## config.mk

```make
export PLATFORM = sky130hd
export DESIGN_NAME = fenced_staging_pool_allocator
export DESIGN_NICKNAME = d
export VERILOG_FILES = /design/src/hw/rtl/fspa_pkg.sv /design/src/hw/rtl/fspa_datapath.sv /design/src/hw/rtl/fspa_control.sv /design/src/hw/rtl/fenced_staging_pool_allocator.sv
export SDC_FILE = /design/constraint.sdc
export NUM_CORES = 2
export LEC_CHECK = 0
export ABC_AREA = 1
export BUFFER_PORTS_ARGS = -buffer_cell sky130_fd_sc_hd__buf_2
export CORE_MARGIN = 2
export CORE_UTILIZATION = 40
export DETAILED_ROUTE_END_ITERATION = 10
export GPL_ROUTABILITY_DRIVEN = 0
export PLACE_DENSITY_LB_ADDON = 0.25
export REMOVE_ABC_BUFFERS = 1
export SYNTH_ARGS = -nofsm -noshare
export SYNTH_HDL_FRONTEND = slang
export SYNTH_SLANG_ARGS = --single-unit
```

## constraint.sdc

```tcl
create_clock -name clock -period 23.8 [get_ports clock]
set_clock_uncertainty 0.15 [all_clocks]
set_input_delay 2.38 -clock clock [delete_from_list [all_inputs] [get_ports clock]]
set_output_delay 2.38 -clock clock [all_outputs]
set_load 0.02 [all_outputs]
```

## src/hw/rtl/fspa_pkg.sv

```systemverilog
// shared types and constants for the fenced staging pool allocator
package fspa_pkg;
   localparam int MaxBlocks = 16;
   localparam int IdxW = $clog2(MaxBlocks);
   localparam int CntW = $clog2(MaxBlocks + 1);
   localparam logic [31:0] LimitBytes = 32'h8000_0000;

   typedef enum logic [1:0] {
      OP_RESERVE = 2'd0,
      OP_SIGNAL  = 2'd1,
      OP_BEGIN   = 2'd2,
      OP_RELEASE = 2'd3
   } opcode_type;

   typedef enum logic [1:0] {
      ST_PLACED  = 2'd0,
      ST_CREATED = 2'd1,
      ST_NONE    = 2'd2,
      ST_FULL    = 2'd3
   } status_type;

   typedef enum logic [2:0] {
      S_IDLE,
      S_WALK,
      S_APPEND,
      S_DONE
   } state_type;

   localparam logic [0:0] RegMinBlock = 1'd0;
   localparam logic [0:0] RegMargin   = 1'd1;

   typedef struct packed {
      logic load;
      logic step;
      logic append;
      logic finish;
      logic [1:0] status;
   } cmd_type;

   typedef struct packed {
      logic walk_end;
      logic hit;
      logic reject;
      logic full;
   } stat_type;

   function automatic logic [31:0] pow2_ceil(input logic [31:0] s);
      logic [31:0] v;
      v = s - 32'd1;
      v = v | (v >> 1);
      v = v | (v >> 2);
      v = v | (v >> 4);
      v = v | (v >> 8);
      v = v | (v >> 16);
      return v + 32'd1;
   endfunction
endpackage

```

## src/hw/rtl/fspa_datapath.sv

```systemverilog
// block table, fences and per-entry walk for the staging allocator
module fspa_datapath (
   input  logic                 clock,
   input  logic                 reset,
   input  fspa_pkg::cmd_type    cmd,
   output fspa_pkg::stat_type   stat,
   input  logic [1:0]           opcode,
   input  logic [31:0]          request_bytes,
   input  logic [47:0]          fence_value,
   input  logic [31:0]          min_block_bytes,
   input  logic [47:0]          idle_fence_margin,
   output logic [1:0]           status,
   output logic [3:0]           block_index,
   output logic [30:0]          block_offset,
   output logic [31:0]          block_capacity,
   output logic [4:0]           blocks_live
);
   import fspa_pkg::*;

   logic [31:0] cap_ff [MaxBlocks];
   logic [31:0] used_ff [MaxBlocks];
   logic [47:0] fence_ff [MaxBlocks];
   logic [MaxBlocks-1:0] pend_ff, pend_in;
   logic [CntW-1:0] live_ff, live_in, rd_ff, rd_in, wr_ff, wr_in;
   logic [47:0] sub_ff, sub_in, done_ff, done_in;
   logic [1:0] op_ff;
   logic [31:0] req_ff;
   logic [1:0] st_ff;
   logic [IdxW-1:0] idx_ff;
   logic [30:0] off_ff;
   logic [31:0] capo_ff;
   logic [IdxW-1:0] ri, wi;
   logic [31:0] rc, ru, msat, sz, newcap;
   logic [47:0] rf;
   logic [48:0] fsum;
   logic rp, fits, idle, hit_now;

   assign ri = rd_ff[IdxW-1:0];
   assign wi = wr_ff[IdxW-1:0];
   assign rc = cap_ff[ri];
   assign ru = used_ff[ri];
   assign rf = fence_ff[ri];
   assign rp = pend_ff[ri];
   assign fits = (rc >= ru) && ((rc - ru) >= req_ff);
   assign fsum = {1'b0, rf} + {1'b0, idle_fence_margin};
   assign idle = !rp && (fsum < {1'b0, done_ff});
   assign hit_now = (op_ff == OP_RESERVE) && fits;
   assign msat = (min_block_bytes > LimitBytes) ? LimitBytes : min_block_bytes;
   assign sz = (req_ff > msat) ? req_ff : msat;
   assign newcap = pow2_ceil(sz);

   assign stat.walk_end = (rd_ff >= live_ff);
   assign stat.hit = hit_now;
   assign stat.reject = (req_ff == 32'd0) || (req_ff > LimitBytes);
   assign stat.full = (live_ff == CntW'(MaxBlocks));

   always_comb begin
      pend_in = pend_ff;
      live_in = live_ff;
      rd_in = rd_ff;
      wr_in = wr_ff;
      sub_in = sub_ff;
      done_in = done_ff;
      if (cmd.load) begin
         rd_in = '0;
         wr_in = '0;
         if (opcode == OP_SIGNAL) sub_in = fence_value;
         if (opcode == OP_BEGIN) done_in = fence_value;
      end else if (cmd.step) begin
         rd_in = rd_ff + CntW'(1);
         unique case (op_ff)
            OP_RESERVE: if (fits) pend_in[ri] = 1'b1;
            OP_SIGNAL:  pend_in[ri] = 1'b0;
            OP_BEGIN:   ;
            OP_RELEASE: if (!idle) begin
               pend_in[wi] = rp;
               wr_in = wr_ff + CntW'(1);
            end
            default: ;
         endcase
      end else if (cmd.append) begin
         pend_in[live_ff[IdxW-1:0]] = 1'b1;
         live_in = live_ff + CntW'(1);
      end else if (cmd.finish && op_ff == OP_RELEASE) begin
         for (int k = 0; k < MaxBlocks; k++)
            if (CntW'(k) >= wr_ff) pend_in[k] = 1'b0;
         live_in = wr_ff;
      end
   end

   always_ff @(posedge clock) begin
      if (reset) begin
         pend_ff <= '0;
         live_ff <= '0;
         rd_ff <= '0;
         wr_ff <= '0;
         sub_ff <= '0;
         done_ff <= '0;
      end else begin
         pend_ff <= pend_in;
         live_ff <= live_in;
         rd_ff <= rd_in;
         wr_ff <= wr_in;
         sub_ff <= sub_in;
         done_ff <= done_in;
      end
   end

   always_ff @(posedge clock) begin
      if (cmd.load) begin
         op_ff <= opcode;
         req_ff <= request_bytes;
         idx_ff <= '0;
         off_ff <= '0;
         capo_ff <= '0;
      end else if (cmd.step) begin
         unique case (op_ff)
            OP_RESERVE: if (fits) begin
               used_ff[ri] <= ru + req_ff;
               idx_ff <= ri;
               off_ff <= ru[30:0];
               capo_ff <= rc;
            end
            OP_SIGNAL: if (rp) fence_ff[ri] <= sub_ff;
            OP_BEGIN: if (!rp && (rf == 48'd0 || rf <= done_ff)) used_ff[ri] <= '0;
            OP_RELEASE: if (!idle) begin
               cap_ff[wi] <= rc;
               used_ff[wi] <= ru;
               fence_ff[wi] <= rf;
            end
            default: ;
         endcase
      end else if (cmd.append) begin
         cap_ff[live_ff[IdxW-1:0]] <= newcap;
         used_ff[live_ff[IdxW-1:0]] <= req_ff;
         fence_ff[live_ff[IdxW-1:0]] <= sub_ff;
         idx_ff <= live_ff[IdxW-1:0];
         off_ff <= '0;
         capo_ff <= newcap;
      end
      if (cmd.finish) st_ff <= cmd.status;
   end

   assign status = st_ff;
   assign block_index = 4'(idx_ff);
   assign block_offset = (st_ff == ST_PLACED || st_ff == ST_CREATED) ? off_ff : '0;
   assign block_capacity = (st_ff == ST_PLACED || st_ff == ST_CREATED) ? capo_ff : '0;
   assign blocks_live = 5'(live_ff);
endmodule

```

## src/hw/rtl/fspa_control.sv

```systemverilog
// sequencer for the staging allocator table walk
module fspa_control (
   input  logic               clock,
   input  logic               reset,
   input  logic               start,
   input  logic [1:0]         opcode,
   input  fspa_pkg::stat_type stat,
   output fspa_pkg::cmd_type  cmd,
   output logic               busy,
   output logic               done
);
   import fspa_pkg::*;

   state_type state_ff, state_in;
   logic res_ff, res_in;

   always_comb begin
      state_in = state_ff;
      res_in = res_ff;
      unique case (state_ff)
         S_IDLE: if (start) begin
            state_in = S_WALK;
            res_in = (opcode == OP_RESERVE);
         end
         S_WALK: priority if (res_ff && stat.reject) state_in = S_DONE;
            else if (stat.walk_end) state_in = (res_ff && !stat.full) ? S_APPEND : S_DONE;
            else if (stat.hit) state_in = S_DONE;
            else state_in = S_WALK;
         S_APPEND: state_in = S_DONE;
         S_DONE: state_in = S_IDLE;
         default: state_in = S_IDLE;
      endcase
   end

   always_comb begin
      cmd = '0;
      cmd.status = ST_NONE;
      unique case (state_ff)
         S_IDLE: cmd.load = start;
         S_WALK: priority if (res_ff && stat.reject) begin
               cmd.finish = 1'b1;
            end else if (stat.walk_end) begin
               cmd.finish = !(res_ff && !stat.full);
               cmd.status = res_ff ? ST_FULL : ST_NONE;
            end else begin
               cmd.step = 1'b1;
               if (stat.hit) begin
                  cmd.finish = 1'b1;
                  cmd.status = ST_PLACED;
               end
            end
         S_APPEND: begin
            cmd.append = 1'b1;
            cmd.finish = 1'b1;
            cmd.status = ST_CREATED;
         end
         S_DONE: ;
         default: ;
      endcase
   end

   assign busy = (state_ff != S_IDLE);
   assign done = (state_ff == S_DONE);

   always_ff @(posedge clock) begin
      if (reset) begin
         state_ff <= S_IDLE;
         res_ff <= 1'b0;
      end else begin
         state_ff <= state_in;
         res_ff <= res_in;
      end
   end
endmodule

```

## src/hw/rtl/fenced_staging_pool_allocator.sv

```systemverilog
// top level of the fenced staging pool allocator
// one command at a time: start while busy is low; the result shows for one cycle with
// rsp_valid, and the receiver must take it then. A command keeps busy high while the walk
// steps through the live blocks (the walk touches one table entry per cycle), and through
// the append state when a new block is appended; a reserve that fits stops at the first
// fitting block, and a rejected reserve ends without any walk step.
module fenced_staging_pool_allocator (
   input  logic        clock,
   input  logic        reset,
   input  logic        start,
   output logic        busy,
   input  logic [1:0]  req_opcode,
   input  logic [31:0] req_request_bytes,
   input  logic [47:0] req_fence_value,
   output logic        rsp_valid,
   output logic [1:0]  rsp_status,
   output logic [3:0]  rsp_block_index,
   output logic [30:0] rsp_block_offset,
   output logic [31:0] rsp_block_capacity,
   output logic [4:0]  rsp_blocks_live,
   input  logic        psel,
   input  logic        penable,
   input  logic        pwrite,
   input  logic [3:0]  paddr,
   input  logic [63:0] pwdata,
   output logic [63:0] prdata,
   output logic        pready
);
   import fspa_pkg::*;

   cmd_type cmd;
   stat_type stat;
   logic [31:0] min_ff;
   logic [47:0] margin_ff;
   logic go;

   assign go = start && !busy;
   assign pready = 1'b1;

   always_ff @(posedge clock) begin
      if (reset) begin
         min_ff <= 32'd65536;
         margin_ff <= 48'd3;
      end else if (psel && penable && pwrite && paddr[2:0] == 3'd0) begin
         if (paddr[3] == RegMinBlock) min_ff <= pwdata[31:0];
         else margin_ff <= pwdata[47:0];
      end
   end

   always_comb begin
      prdata = '0;
      if (paddr[2:0] == 3'd0) begin
         if (paddr[3] == RegMinBlock) prdata = {32'd0, min_ff};
         else if (paddr[3] == RegMargin) prdata = {16'd0, margin_ff};
      end
   end

   fspa_control u_ctrl (
      .clock(clock), .reset(reset), .start(go), .opcode(req_opcode),
      .stat(stat), .cmd(cmd), .busy(busy), .done(rsp_valid)
   );

   fspa_datapath u_dp (
      .clock(clock), .reset(reset), .cmd(cmd), .stat(stat),
      .opcode(req_opcode), .request_bytes(req_request_bytes),
      .fence_value(req_fence_value), .min_block_bytes(min_ff),
      .idle_fence_margin(margin_ff), .status(rsp_status),
      .block_index(rsp_block_index), .block_offset(rsp_block_offset),
      .block_capacity(rsp_block_capacity), .blocks_live(rsp_blocks_live)
   );
endmodule

```

Yosys cells after proc, flatten, opt, wreduce, memory -nomap -nowiden
Memory sizes are Yosys's and may differ from the RTL's. A register that Yosys moved wholly into a read port is not among the register bits.
Cells that the tools add are included.
Cells by class
  add/subtract/negate cells: 8
  multipliers: 0
  divide/modulo/power cells: 0
  $lt $le $gt $ge: 30
  equality and inequality tests: 16
  shifts and indexed selects: 0
  mux-type cells: 114
  bitwise operators: 14
  reductions and logical operators: 78
Operators by type and width (count)
  2-to-1 mux 32 bit: 11
  2-to-1 mux 48 bit: 4
  2-to-1 mux 31 bit: 5
  AND reduction 6 bit: 16
  OR reduction 32 bit: 3
  OR reduction 48 bit: 2
  2-to-1 mux 16 bit: 5
  >= comparator 32 bit: 2
  greater-than comparator 32 bit (second input constant): 2
  2-to-1 mux 4 bit: 15
  2-to-1 mux 1 bit: 57
  nonzero test 3 bit: 18
  adder 48 x 48 -> 49 bit: 1
  less-than comparator 49 x 48 -> 1 bit: 1
  less-or-equal comparator 48 bit: 1
  zero test 48 bit: 1
  case mux 16 bit (3 select lines): 1
  >= comparator 4 x 5 -> 1 bit (first input constant): 8
  adder 32 x 1 -> 32 bit (second input constant): 1
  adder 32 bit: 1
  greater-than comparator 32 bit: 1
  zero test 32 bit: 1
  OR 16 bit: 2
  OR 32 x 16 -> 32 bit: 1
  43 further kinds: 100
Word-level totals
  register bits after elaboration: 314
  latch bits: 0
  bits in writable memories: 1792
  memory bits (read-only): 0
  input bits: 156
  output and inout port bits: 141
  logic and storage cells: 294
  memories: 3
Memories
  u_dp.fence_ff: depth 16, width 48, rd ports 1, clocked after Yosys merged registers in 1, write ports 1, RTL line fspa_datapath.sv:22  | logic [47:0] fence_ff [MaxBlocks];
  u_dp.cap_ff: depth 16, width 32, rd ports 1, clocked after Yosys merged registers in 1, write ports 1, RTL line fspa_datapath.sv:20  | logic [31:0] cap_ff [MaxBlocks];
  u_dp.used_ff: depth 16, width 32, rd ports 1, clocked after Yosys merged registers in 1, write ports 1, RTL line fspa_datapath.sv:21  | logic [31:0] used_ff [MaxBlocks];

Depth between registers and ports, before layout
  word-level depth: 13
  depth in mapped cells: 52
  gate-level depth less buffers: 45

Modules after synthesis
Synthesis repeated with hierarchy kept, for this count alone.
Second synthesis, totals
  cell total of the unflattened synthesis: 9291
  area, all modules: 99568.0 µm²
Modules (own cells, without submodules)
  fspa_datapath: instances 1, cells each 8588, area an instance 95125.0 µm², sequential area each 58856.4 µm²
  fenced_staging_pool_allocator: instances 1, cells each 659, area an instance 4159.0 µm², sequential area each 1601.5 µm²
  fspa_control: instances 1, cells each 44, area an instance 284.0 µm², sequential area each 60.1 µm²

Worst setup path before layout
OpenSTA, ideal clock, no wires.
  kind: register -> register
  start point: reg (tool-made name)
  end point: mem u_dp.used_ff[14][0], enable pin
  setup time: 0.421 ns
  arrival time: 8.513 ns
  required time: 23.229 ns
  path slack: 14.715 ns
  stages on the path, launching flop included: 47
  period minus slack after synthesis: 9.085 ns
  cell sequence: dfxtp_1 buf_2 clkbuf_1 buf_2 buf_2 clkbuf_1 buf_2 buf_2 clkbuf_1 nor2_1 o221ai_1 o211ai_1 nand2_1 inv_1 ha_1 a21oi_1 nand2_1 a21oi_1 (+11 left out) nand2_1 nand2_1 xor2_1 ha_1 nand2_1 inv_1 nand3_1 nor3_1 and3_1 nand4_1 nand3_1 nand3_1 nor2_1 inv_1 nor2_1 nor2_1 buf_2 nor2_1
RTL lines (RTL line)
  end: declaration: fspa_datapath.sv:21

==> out/metrics.yaml <==
floorplanning:
  fp.dieW_um: 497
  die-area_um2: 247000
  num_rows: 180
  start_util: 0.403
  die_h_um: 497
  core_um2: 241000
  io_pins: 297
worst_setup_path:
  critical_path.endpoint_type: "register"
  arrival_ns: 12.38
  critPathRequiredTime_ns: 24.13
  cp_num_buf_inv: 8
  cpMaxStageDelayCell: "dfxtp_4"
  crit_type: "reg2reg"
  reg2reg_depth: 41
  r2r-end: "u_dp.used_ff[2][2]$_DFFE_PP_"
  cp_max_fo: 65
  r2r_slack_ns: 11.74
  slowest_delay_ns: 0.90
  cp_top_family: "buffers and inverters"
  crit_path_start_kind: "register"
final_layout:
  fill_cells: 22400
  drive_above_1_share: 0.0941
  multiInputGateArea_um2: 32900
  layout.nets: 9800
  final_common_cell: "edfxtp_1"
  final_cell_mix: "edfxtp_1 (1828), nor2_1 (1538), o21ai_0 (1253)"
  area_delta_synth_final_pct: 11.9
  finalInstanceArea_um2: 109000
  regArea_um2: 60500
  fin_util: 0.451
clock_network:
  clkSinkCount: 2109
  ctsRootBufferMaster: "clkbuf_16"
  cts_tree: "done"
  htree_levels: 4
  cts-hold-fix-buffers: 0
  post_cts.repair.setup_buffers: 0
  path_clk_slew_ns: 0.06
  clock_path_buffers: 3
  worstSkewPairLatency_ns: 0.88
  cts-buffers-inserted: 211
  cts_resized: 0
timing:
  timing.max_slew.rel_slack: 0.116
  fmax_ghz: 0.0829
  rsz0062_at_grt: "false"
  finalSetupTns_ns: 0
  hold_viol: 0
  final-setup-viol-count: 0
  slew_viol_final: 0
  min_period_over_period: 0.507
  fin_crit_ns: 12.06
  worst_slew_pin_slew_ns: 1.33
min_path:
  hold_path_end: "u_dp.capo_ff[7]$_SDFFE_PP0P_"
  hp-class: "reg2reg"
  worstHoldPathCells: 2
  hp-start: "u_dp.capo_ff[7]$_SDFFE_PP0P_"
detailed_routing:
  wl_um: 321000
  final_antenna_net_count: 0
  drcViolationCount: 0
  routed_via_density: 5.81
  drt-pass1-iter-count: 8
  drt-wirelength-per-cell_um: 25.2
  drt_iter0_markers: 8649
  vias: 73900
global_route:
  grt_first_pass_wirelength_um: 462000
  grtUsageTotal: 0.253
  grt_pass1_vias: 69300
  grt_overflow: 0
  antenna_found_initial: 27
  grt_max_degree: 204
logic_synthesis:
  synth_edf_count: 1828
  synth_area_leaders: "edfxtp_1 (57%), o21ai_0 (6.5%), nor2_1 (6.1%)"
  synth_top_area_share: 0.566
  ys.flop_type: "edfxtp_1"
  synth_warnings: 0
  ys_seq_elements: 2109
  synth.distinct_cells: 63
  synthArstFlopShare: 0
  syn_inst: 9254
  syn-cell-area_um2: 97000
  yosysSeqAreaShare: 0.624
  synth_largest_area_cell: "edfxtp_1"
  avgSynthCellArea_um2: 10.5
placement:
  numPortBuffers: 263
  dpl_cell_area_um2: 102000
  hpwlAfterDp_um: 193000
run:
  drv_cap: 0
power:
  vdd_drop_max_uv: 78.9
  power.density_nw_per_um2: 120
  p_leak_uw: 0.0385
status:
  status: "complete, no violations"
==> sequential cells by signal, summed over array words and instances (netlist names), 31 cells and up, named ones only <==
name	count
u_dp.capo_ff	32
min_ff	32
u_dp.sub_ff	48
u_dp.req_ff	32
u_dp.fence_ff	768
u_dp.done_ff	48
u_dp.cap_ff	512
u_dp.used_ff	512
margin_ff	48
u_dp.off_ff	31
==> worst max path at each step <==
stage,end,from,cells after the start,slack (ns)
6_report,u_dp.used_ff[2][2]$_DFFE_PP_,register,41,11.74
5_1_grt,u_dp.used_ff[0][2]$_DFFE_PP_,register,41,11.02
4_1_cts,u_dp.fence_ff[12][33]$_DFFE_PP_,register,39,11.69
3_5_place_dp,u_dp.fence_ff[12][37]$_DFFE_PP_,register,39,11.74
3_3_place_gp,u_dp.fence_ff[0][38]$_DFFE_PP_,register,39,11.88
2_1_floorplan,u_dp.fence_ff[0][0]$_DFFE_PP_,register,40,-39.34
==> worst min-delay path, delay by kind of cell (launching register included) <==
kind | cells | cell delay [ns]
flip-flops | 1 | 0.31
AND/OR/NAND/NOR | 1 | 0.06
AO/OA/AOI/OAI | 1 | 0.05
==> Yosys cell counts (4+ instances only) <==
cell	count
a211oi_1	16
a21boi_0	9
a21o_1	6
a21oi_1	430
a22oi_1	18
a31oi_1	49
buf_1	23
buf_2	39
buf_4	18
clkbuf_1	475
clkinv_1	7
dfxtp_1	281
edfxtp_1	1828
ha_1	295
inv_1	487
inv_2	8
nand2_1	1083
nand2_2	41
nand2_4	4
nand3_1	322
nand4_1	52
nor2_1	1590
nor2_2	19
nor2_4	12
nor3_1	30
nor4_1	22
o211ai_1	146
o21a_1	16
o21ai_0	1254
o21ai_1	12
o21bai_1	6
o221ai_1	341
o22ai_1	124
o31ai_1	7
o32ai_1	31
or2_2	5
xnor2_1	40
xor2_1	68
==> layer usage <==
layer,up-vias,wire [µm],global-route usage
li1,33500,-,-
met1,36200,130000,0.342
met2,3577,147000,0.400
met3,592,29400,0.0437
met4,10,14100,0.111
met5,-,67,0
==> through the flow <==
stage	setup WS (ns)	instances	hold slack, ns	power, µW
CTS	11.69	12700	0.316	13000
finish	11.74	12700	0.316	13000
detailed placement	11.74	12300	0.307	9750
global route	11.02	12700	0.332	13700
global placement	11.88	12300	0.304	9610
floorplan	-39.34	8710	0.292	8170
==> report_power, final <==
group	internal, µW	total, µW	switching, µW
registers	4990	5110	118
logic	1310	4650	3340
clock network	1800	3230	1430
==> logic make-up after synthesis <==
| group | after synthesis | share of synthesized area |
|---|---|---|
| buf+inv | 1061 | 0.0426 |
| fa+ha+maj | 298 | 0.0387 |
| xor+xnor | 108 | 0.00975 |
| compound gates | 2479 | 0.151 |
| simple gates | 3195 | 0.134 |
| other cells | 2 | 0.0000774 |
| mux | 2 | 0.000206 |
| flops | 2109 | 0.624 |
==> final cells by class <==
| type | count | share of cell area |
|---|---|---|
| repair buffers | 423 | 0.0241 |
| flip-flops and latches | 2109 | 0.557 |
| clock buffers | 287 | 0.0527 |
| multi-input cells | 6099 | 0.303 |
| diodes | 13 | 0.000300 |
| well taps | 3185 | 0.0367 |
| inverters | 502 | 0.0177 |
| clock inverters | 106 | 0.00830 |
Note: power is estimated with default switching activity, not from simulation.
